===== config.mk =====
export PLATFORM = sky130hd
export DESIGN_NAME = pcm_decimate_gain_g711_encode_core
export DESIGN_NICKNAME = d
export VERILOG_FILES = /design/src/pdge_pkg.sv /design/src/pcm_decimate_gain_g711_encode_core.sv /design/src/pdge_encode.sv
export SDC_FILE = /design/constraint.sdc
export NUM_CORES = 1
export LEC_CHECK = 0
export BUFFER_PORTS_ARGS = -buffer_cell sky130_fd_sc_hd__buf_4
export CAP_MARGIN = 20
export CORE_MARGIN = 1
export CORE_UTILIZATION = 65
export CTS_CLUSTER_SIZE = 8
export DETAILED_ROUTE_END_ITERATION = 10
export GPL_ROUTABILITY_DRIVEN = 0
export HOLD_SLACK_MARGIN = 0.12
export MAX_ROUTING_LAYER = met4
export PLACE_DENSITY_LB_ADDON = 0.25
export SYNTH_ARGS = -nofsm -noshare
export SYNTH_HDL_FRONTEND = slang
export SYNTH_SLANG_ARGS = --single-unit

===== constraint.sdc =====
create_clock -name i_clk -period 18.5 [get_ports i_clk]
set_clock_uncertainty 0.1 [all_clocks]
set_input_delay 0.925 -clock i_clk [delete_from_list [all_inputs] [get_ports i_clk]]
set_output_delay 0.925 -clock i_clk [all_outputs]
set_load 0.02 [all_outputs]

===== src/pdge_pkg.sv =====
// ---------------------------------------------------------------------------
// pdge_pkg: shared constants and G.711 segment encoders
// Packet length, configuration register indexes and reset values, and the
// mu-law / A-law companding functions used by the capture path.
// ---------------------------------------------------------------------------
package pdge_pkg;

    localparam int unsigned PACKET_SAMPLES = 160;
    localparam logic [7:0]  PACKET_LAST_COUNT = 8'(PACKET_SAMPLES - 1);

    localparam int unsigned CFG_INDEX_W = 2;
    localparam int unsigned CFG_DATA_W  = 16;

    localparam logic [CFG_INDEX_W-1:0] CFG_DECIMATE = 2'd0;
    localparam logic [CFG_INDEX_W-1:0] CFG_GAIN     = 2'd1;
    localparam logic [CFG_INDEX_W-1:0] CFG_ALAW     = 2'd2;

    localparam logic [15:0] GAIN_RESET = 16'd4096;

    localparam logic [13:0] ULAW_SEG_END [8] = '{
        14'h003F, 14'h007F, 14'h00FF, 14'h01FF,
        14'h03FF, 14'h07FF, 14'h0FFF, 14'h1FFF
    };
    localparam logic [11:0] ALAW_SEG_END [8] = '{
        12'h01F, 12'h03F, 12'h07F, 12'h0FF,
        12'h1FF, 12'h3FF, 12'h7FF, 12'hFFF
    };
    localparam logic [13:0] ULAW_CLIP = 14'd8159;
    localparam logic [13:0] ULAW_BIAS = 14'h0021;
    localparam logic [3:0]  SEG_NONE  = 4'd8;

    function automatic logic [7:0] ulaw_encode(input logic signed [15:0] pcm);
        logic signed [13:0] v;
        logic [13:0]        mag;
        logic [7:0]         mask;
        logic [3:0]         seg;
        logic [3:0]         mant;
        logic               found;
        v = pcm[15:2];                  // floor divide by 4
        if (v[13]) begin
            mag  = (~v) + 14'd1;
            mask = 8'h7F;
        end else begin
            mag  = v;
            mask = 8'hFF;
        end
        if (mag > ULAW_CLIP) begin
            mag = ULAW_CLIP;
        end
        mag   = mag + ULAW_BIAS;
        seg   = SEG_NONE;
        found = 1'b0;
        for (int i = 0; i < 8; i++) begin
            if (!found && mag <= ULAW_SEG_END[i]) begin
                seg   = 4'(i);
                found = 1'b1;
            end
        end
        mant = 4'(mag >> (seg + 4'd1));
        if (seg == SEG_NONE) begin
            return 8'h7F ^ mask;
        end
        return {1'b0, seg[2:0], mant} ^ mask;
    endfunction

    function automatic logic [7:0] alaw_encode(input logic signed [15:0] pcm);
        logic signed [12:0] v;
        logic [11:0]        mag;
        logic [7:0]         mask;
        logic [3:0]         seg;
        logic [3:0]         mant;
        logic               found;
        v = pcm[15:3];                  // floor divide by 8
        if (!v[12]) begin
            mag  = v[11:0];
            mask = 8'hD5;
        end else begin
            mag  = ~v[11:0];            // -v - 1
            mask = 8'h55;
        end
        seg   = SEG_NONE;
        found = 1'b0;
        for (int i = 0; i < 8; i++) begin
            if (!found && mag <= ALAW_SEG_END[i]) begin
                seg   = 4'(i);
                found = 1'b1;
            end
        end
        if (seg < 4'd2) begin
            mant = 4'(mag >> 1);
        end else begin
            mant = 4'(mag >> seg);
        end
        if (seg == SEG_NONE) begin
            return 8'h7F ^ mask;
        end
        return {1'b0, seg[2:0], mant} ^ mask;
    endfunction

endpackage


===== src/pcm_decimate_gain_g711_encode_core.sv =====
// ---------------------------------------------------------------------------
// pcm_decimate_gain_g711_encode_core: microphone capture path
// Optional 2:1 pair averaging, Q4.12 gain with saturation, G.711 encoding
// and packet framing, taking one sample per clock unless the output stalls.
// ---------------------------------------------------------------------------
// Path: the transfer that completes a result loads stage A, then the output register.
// Throughput: one input transfer per cycle; two-stage pipeline (average and
//   packet count, then multiply/saturate/encode) that stalls only on output.
// Reset: synchronous active-low; clears pair and packet state, pipeline
//   valids, and loads decimation off, gain 4096 (unity), mu-law.
module pcm_decimate_gain_g711_encode_core (
    input  logic                                i_clk,
    input  logic                                i_rst_n,
    input  logic                                i_cfg_we,
    input  logic [pdge_pkg::CFG_INDEX_W-1:0]    i_cfg_index,
    input  logic [pdge_pkg::CFG_DATA_W-1:0]     i_cfg_data,
    input  logic                                i_in_valid,
    output logic                                o_in_stall,
    input  logic signed [15:0]                  i_sample,
    input  logic                                i_muted,
    input  logic                                i_block_end,
    output logic                                o_out_valid,
    input  logic                                i_out_stall,
    output logic signed [15:0]                  o_narrowband,
    output logic [7:0]                          o_code,
    output logic                                o_packet_last
);

    logic        r_cfg_dec;
    logic [15:0] r_cfg_gain;
    logic        r_cfg_alaw;

    logic signed [15:0] r_held;
    logic               r_half_pair;
    logic [7:0]         r_pkt_count;

    logic               r_a_valid;
    logic signed [15:0] r_a_acc;
    logic               r_a_muted;
    logic               r_a_last;

    logic               r_out_valid;
    logic signed [15:0] r_out_nb;
    logic [7:0]         r_out_code;
    logic               r_out_last;

    logic               b_en;
    logic               a_en;
    logic               accept;
    logic               produce;
    logic signed [16:0] pair_sum;
    logic signed [15:0] n_acc;
    logic               n_half_pair;
    logic [7:0]         n_pkt_count;
    logic [7:0]         count_inc;
    logic               n_last;
    logic signed [15:0] enc_nb;
    logic [7:0]         enc_code;

    assign b_en       = !r_out_valid || !i_out_stall;
    assign a_en       = !r_a_valid || b_en;
    assign o_in_stall = !a_en;
    assign accept     = i_in_valid && a_en;

    always_ff @(posedge i_clk) begin
        if (!i_rst_n) begin
            r_cfg_dec  <= 1'b0;
            r_cfg_gain <= pdge_pkg::GAIN_RESET;
            r_cfg_alaw <= 1'b0;
        end else if (i_cfg_we) begin
            case (i_cfg_index)
                pdge_pkg::CFG_DECIMATE: r_cfg_dec  <= i_cfg_data[0];
                pdge_pkg::CFG_GAIN:     r_cfg_gain <= i_cfg_data;
                pdge_pkg::CFG_ALAW:     r_cfg_alaw <= i_cfg_data[0];
                default: ;
            endcase
        end
    end

    // pair averaging and packet counting for the incoming sample
    always_comb begin
        pair_sum    = 17'(r_held) + 17'(i_sample);
        n_half_pair = 1'b0;
        n_pkt_count = r_pkt_count;
        n_last      = 1'b0;
        produce     = 1'b1;
        n_acc       = i_sample;
        count_inc   = r_pkt_count + 8'd1;
        if (r_cfg_dec) begin
            if (!r_half_pair) begin
                produce = 1'b0;
                if (i_block_end) begin
                    n_pkt_count = 8'd0;     // odd leftover is dropped
                end else begin
                    n_half_pair = 1'b1;
                end
            end else begin
                // truncate toward zero
                n_acc = 16'((pair_sum + 17'(pair_sum[16])) >>> 1);
            end
        end
        if (produce) begin
            n_last      = i_block_end || (count_inc >= 8'(pdge_pkg::PACKET_SAMPLES));
            n_pkt_count = n_last ? 8'd0 : count_inc;
        end
    end

    always_ff @(posedge i_clk) begin
        if (!i_rst_n) begin
            r_held      <= '0;
            r_half_pair <= 1'b0;
            r_pkt_count <= '0;
        end else if (accept) begin
            if (r_cfg_dec && !r_half_pair) begin
                r_held <= i_sample;
            end
            r_half_pair <= n_half_pair;
            r_pkt_count <= n_pkt_count;
        end
    end

    always_ff @(posedge i_clk) begin
        if (!i_rst_n) begin
            r_a_valid <= 1'b0;
        end else if (a_en) begin
            r_a_valid <= accept && produce;
        end
    end

    always_ff @(posedge i_clk) begin
        if (a_en && accept && produce) begin
            r_a_acc   <= n_acc;
            r_a_muted <= i_muted;
            r_a_last  <= n_last;
        end
    end

    pdge_encode u_encode (
        .i_acc        (r_a_acc),
        .i_gain       (r_cfg_gain),
        .i_muted      (r_a_muted),
        .i_use_alaw   (r_cfg_alaw),
        .o_narrowband (enc_nb),
        .o_code       (enc_code)
    );

    always_ff @(posedge i_clk) begin
        if (!i_rst_n) begin
            r_out_valid <= 1'b0;
        end else if (b_en) begin
            r_out_valid <= r_a_valid;
        end
    end

    always_ff @(posedge i_clk) begin
        if (b_en && r_a_valid) begin
            r_out_nb   <= enc_nb;
            r_out_code <= enc_code;
            r_out_last <= r_a_last;
        end
    end

    assign o_out_valid   = r_out_valid;
    assign o_narrowband  = r_out_nb;
    assign o_code        = r_out_code;
    assign o_packet_last = r_out_last;

    a_pass_clears_pair: assert property (@(posedge i_clk) disable iff (!i_rst_n)
        accept && !r_cfg_dec |=> !r_half_pair)
        else $error("half_pair left set after pass-through transfer");

    a_count_in_range: assert property (@(posedge i_clk) disable iff (!i_rst_n)
        r_pkt_count <= pdge_pkg::PACKET_LAST_COUNT)
        else $error("packet count beyond packet length");

    a_count_wraps: assert property (@(posedge i_clk) disable iff (!i_rst_n)
        accept && produce && r_pkt_count == pdge_pkg::PACKET_LAST_COUNT
        |=> r_pkt_count == 8'd0 && r_a_valid && r_a_last)
        else $error("full packet not closed");

    a_stage_a_holds: assert property (@(posedge i_clk) disable iff (!i_rst_n)
        r_a_valid && !b_en |=> r_a_valid && $stable(r_a_acc) && $stable(r_a_last))
        else $error("pipeline stage lost data while output stalled");

    a_leftover_no_result: assert property (@(posedge i_clk) disable iff (!i_rst_n)
        accept && r_cfg_dec && !r_half_pair && i_block_end
        |=> !r_half_pair && r_pkt_count == 8'd0)
        else $error("odd leftover sample not discarded");

endmodule


===== src/pdge_encode.sv =====
// ---------------------------------------------------------------------------
// pdge_encode: gain, saturation and G.711 companding
// Multiplies the sample by the Q4.12 gain, truncates toward zero,
// saturates to 16 bits and encodes the (optionally muted) result.
// ---------------------------------------------------------------------------
module pdge_encode (
    input  logic signed [15:0] i_acc,
    input  logic        [15:0] i_gain,
    input  logic               i_muted,
    input  logic               i_use_alaw,
    output logic signed [15:0] o_narrowband,
    output logic        [7:0]  o_code
);

    logic signed [32:0] prod;
    logic signed [32:0] biased;
    logic signed [20:0] quot;
    logic signed [15:0] src;

    always_comb begin
        prod   = i_acc * $signed({1'b0, i_gain});
        // round toward zero on the divide by 4096
        biased = prod + (prod[32] ? 33'sd4095 : 33'sd0);
        quot   = biased[32:12];
        if (!quot[20] && (|quot[19:15])) begin
            o_narrowband = 16'sh7FFF;
        end else if (quot[20] && !(&quot[19:15])) begin
            o_narrowband = -16'sh8000;
        end else begin
            o_narrowband = quot[15:0];
        end
        src = i_muted ? 16'sd0 : o_narrowband;
        if (i_use_alaw) begin
            o_code = pdge_pkg::alaw_encode(src);
        end else begin
            o_code = pdge_pkg::ulaw_encode(src);
        end
    end

endmodule


==> impl_results.md <==
- Sequential power share: 14.1%
- Asr flop ratio synth: 0%
- RSZ-0062 raised after global routing: no
- Synth Register Bits: 88
- WL met3: 4.00 mm
- Yosys cell types: 114
- DP Worst Slack: 2.71 ns
- Status: complete, no violations
- Largest net degree at the start of global routing: 46
- DIE WIDTH: 165 µm
- CTS tree: done
- Detailed Route WL: 45.4 mm
- M1 WL: 18.9 mm
- Crit-path slowest cell: nor3_1
- Row Count: 59
- Cell area after synthesis: 0.0173 mm²
- Worst-Margin Slew: 0.997 ns
- ANT cells: 0
- # fillers: 2,120
- First-pass GRT wire length: 74.2 mm
- Post_cts resized: 0
- Placed cells: 2,401
- Nets: 2,464
- CP Max Fanout: 13
- First drt pass iteration count: 5
- H-tree depth: 3
- Clk network pwr share: 10.1%
- Logic pwr share: 75.8%
- Maximum vdd ir drop: 0.168 mV
- FF/Latch Area: 0.00219 mm²
- Slowest stage delay, CP: 0.55 ns
- Die area: 0.0272 mm²
- Total GRT Usage: 35.9%
- Hold buffers post-CTS: 0
- F_max: 61.8 MHz
- Initial antenna violation count: 1
- Wirelength per Cell: 18.8 µm
- Startpoint Class: flop
- Vias in the first global route: 14,675
- Fin crit period: 16.18 ns
- Synth Flop Type: dfxtp_1
- Most frequent CP cell: fa_1
- Floorplan core area: 0.0261 mm²
- Via count: 15,137
- DRC viols: 0
- CTS buffer count: 9
- Rel. slew slack: 31.8%
- Required @ worst endpoint: 18.61 ns
- PwrDens: 102 mW/mm²
- Buffers added on ports: 67
- Setup ws final: 2.32 ns
- Leak: 8.28 nW
- Share of cells above drive strength 1: 8.74%
- Crit path arrival time: 16.29 ns
- Via density per instance: 6.26
- Final critical-path share of the clock period: 87.5%
- Clock sink total: 88
- Slew Viols, Final: 0
- Final hold viol count: 0
- Hold WC Path Type: reg2reg
- Sequential-to-total area share from yosys stat: 12.7%
- Grt ovf: 0
- Area grow syn2layout: 5.39%
- Ys Warns: 0
- CTS Buffer Depth: 2
- Footprint of the multi-input gates: 0.0137 mm²
- Final ANT Viol Nets: 0
- Final setup viols: 0
- Max cap viols: 0
- Util after Layout: 69.8%
- HPWL after DPL: 35.6 mm
- Setup crit end kind: flop
- Initial Util: 66.2%
- P_sw: 1.01 mW
- IO Pins: 68
- Post-Syn Nets: 2,457
- Top Metal Used: met4
- Initial DRC count: 1,420
- Post-route insts no fill: 2,418
- Clock Tree Root: clkbuf_16
- Syn_area_per_cell: 8.33 µm²
- Die Span Y: 165 µm
- Wire length on met2: 20.7 mm
- Post-synthesis cell count: 2,071
- Int Power: 841 µW
- Post-Route Setup TNS: 0 ns
- EDFF count, synth: 43
- Clk_lat worst skew: 0.36 ns
- # Post-CTS Setup Buffers: 0
- Clk slew on worst S/H paths: 0.07 ns
- Kind of critical path: reg2reg
- Total power: 1.85 mW
- Switch share: 54.5%
per-stage QoR:
stage | hold WS [ns] | cell area [µm²]
2_1_floorplan | 0.300 | 17300
3_3_place_gp | 0.331 | 17900
3_5_place_dp | 0.345 | 17900
4_1_cts | 0.369 | 18200
5_1_grt | 0.401 | 18200
6_report | 0.372 | 18200
kinds of logic (layout without fill, tap and decap cells):
group                    count (synthesis)  after routing  synth area share, %
AND/OR/NAND/NOR                        738            738                 21.3
adder cells (fa/ha/maj)                346            346                 33.6
multiplexers                            27             27                 1.73
XOR/XNOR                                81             81                 4.28
buffers and inverters                  358            370                 7.96
AO/OA/AOI/OAI                          433            433                 18.5
flip-flops                              88             88                 12.7
cell usage after synthesis, drive strengths merged (6+ instances only):
cell      n  area share, %
o211ai   22            1.0
nand4    15           0.54
a21oi    93            2.9
nor3     23           0.79
and2    140            5.1
nor2    104            2.3
nor2b    19           0.69
ha      150             11
nor3b    10           0.43
o21ai    94            2.9
xor2     28            1.6
and3     21           0.79
nand2b   14           0.51
o21bai   13           0.57
dfxtp    45            5.2
o311a     6           0.36
clkbuf   58            1.3
fa      195             23
and4      6           0.32
mux2     14           0.96
or3      11           0.46
nor4b     6           0.39
o22ai     8           0.29
a31o     10           0.51
xnor2    53            2.7
a21o     11           0.48
a31oi    15           0.65
nand3    41            1.3
inv     281            6.1
a211oi   18           0.99
mux2i    13           0.78
a21boi   41            1.8
nand2   304            6.6
o311ai    7           0.60
o21a     19           0.83
buf      18           0.56
edfxtp   43            7.5
worst max-delay path: cells and delay by family (launching register included):
family / cells / cell delay [ns]
XOR/XNOR: 2 / 0.41
AO/OA/AOI/OAI: 19 / 4.54
flip-flops: 1 / 0.53
adder cells (fa/ha/maj): 12 / 5.47
AND/OR/NAND/NOR: 14 / 4.12
buffers and inverters: 6 / 0.84
routing by layer:
metal | track usage [%] | vias to the layer above
met3 | 4.17 | 137
met4 | 13.7 | 0
li1 | - | 6978
met5 | - | -
met2 | 56.2 | 771
met1 | 47.7 | 7251
cells in the final DEF, fill, tap and decap left out, drive strengths merged, types with 19 or more instances in the layout:
cell	netlist	final
and2	140	140
nor3	23	23
nor2b	19	19
fa	195	195
o211ai	22	22
a21boi	41	41
o21ai	94	94
dfxtp	45	45
xnor2	53	53
nand2	304	304
edfxtp	43	43
nand3	41	41
buf	18	72
nor2	104	104
a21oi	93	93
o21a	19	19
inv	281	285
and3	21	21
xor2	28	28
ha	150	150
worst paths after layout:
path / to / start / slack [ns] / depth (start not counted)
setup reg to reg: o_code[0]$_DFFE_PP_ / r_a_acc[15]$_DFFE_PP_ / 2.32 / 53
hold / removal: r_held[12]$_SDFFE_PN0P_ / r_held[12]$_SDFFE_PN0P_ / 0.37 / 2
setup / recovery: o_code[0]$_DFFE_PP_ / r_a_acc[15]$_DFFE_PP_ / 2.32 / 53
hold reg to reg: r_held[12]$_SDFFE_PN0P_ / r_held[12]$_SDFFE_PN0P_ / 0.37 / 2
layout make-up:
class / count / area share, %
multi-input combinational: 1625 / 75.3
sequential: 88 / 12.1
timing repair buffer: 72 / 2.97
inverter: 282 / 5.82
clock inverter: 6 / 0.275
clock buffer: 10 / 1.26
tap: 335 / 2.30
sequential cells by signal, indices dropped and copies added (netlist names):
register,flops
r_half_pair,1
r_cfg_dec,1
r_a_acc,16
r_cfg_alaw,1
r_a_valid,1
o_narrowband,16
r_cfg_gain,16
r_a_muted,1
o_packet_last,1
o_code,8
r_held,16
r_a_last,1
r_pkt_count,8
o_out_valid,1
power by group through the flow:
stage	sequential, mW	clock [mW]	combinational [mW]
global route	0.262	0.194	1.53
global placement	0.263	0	1.33
CTS	0.259	0.186	1.36
finish	0.260	0.186	1.40
floorplan	0.264	0	1.04
detailed placement	0.263	0	1.35
No activity file was read; power rests on OpenSTA's default activity.
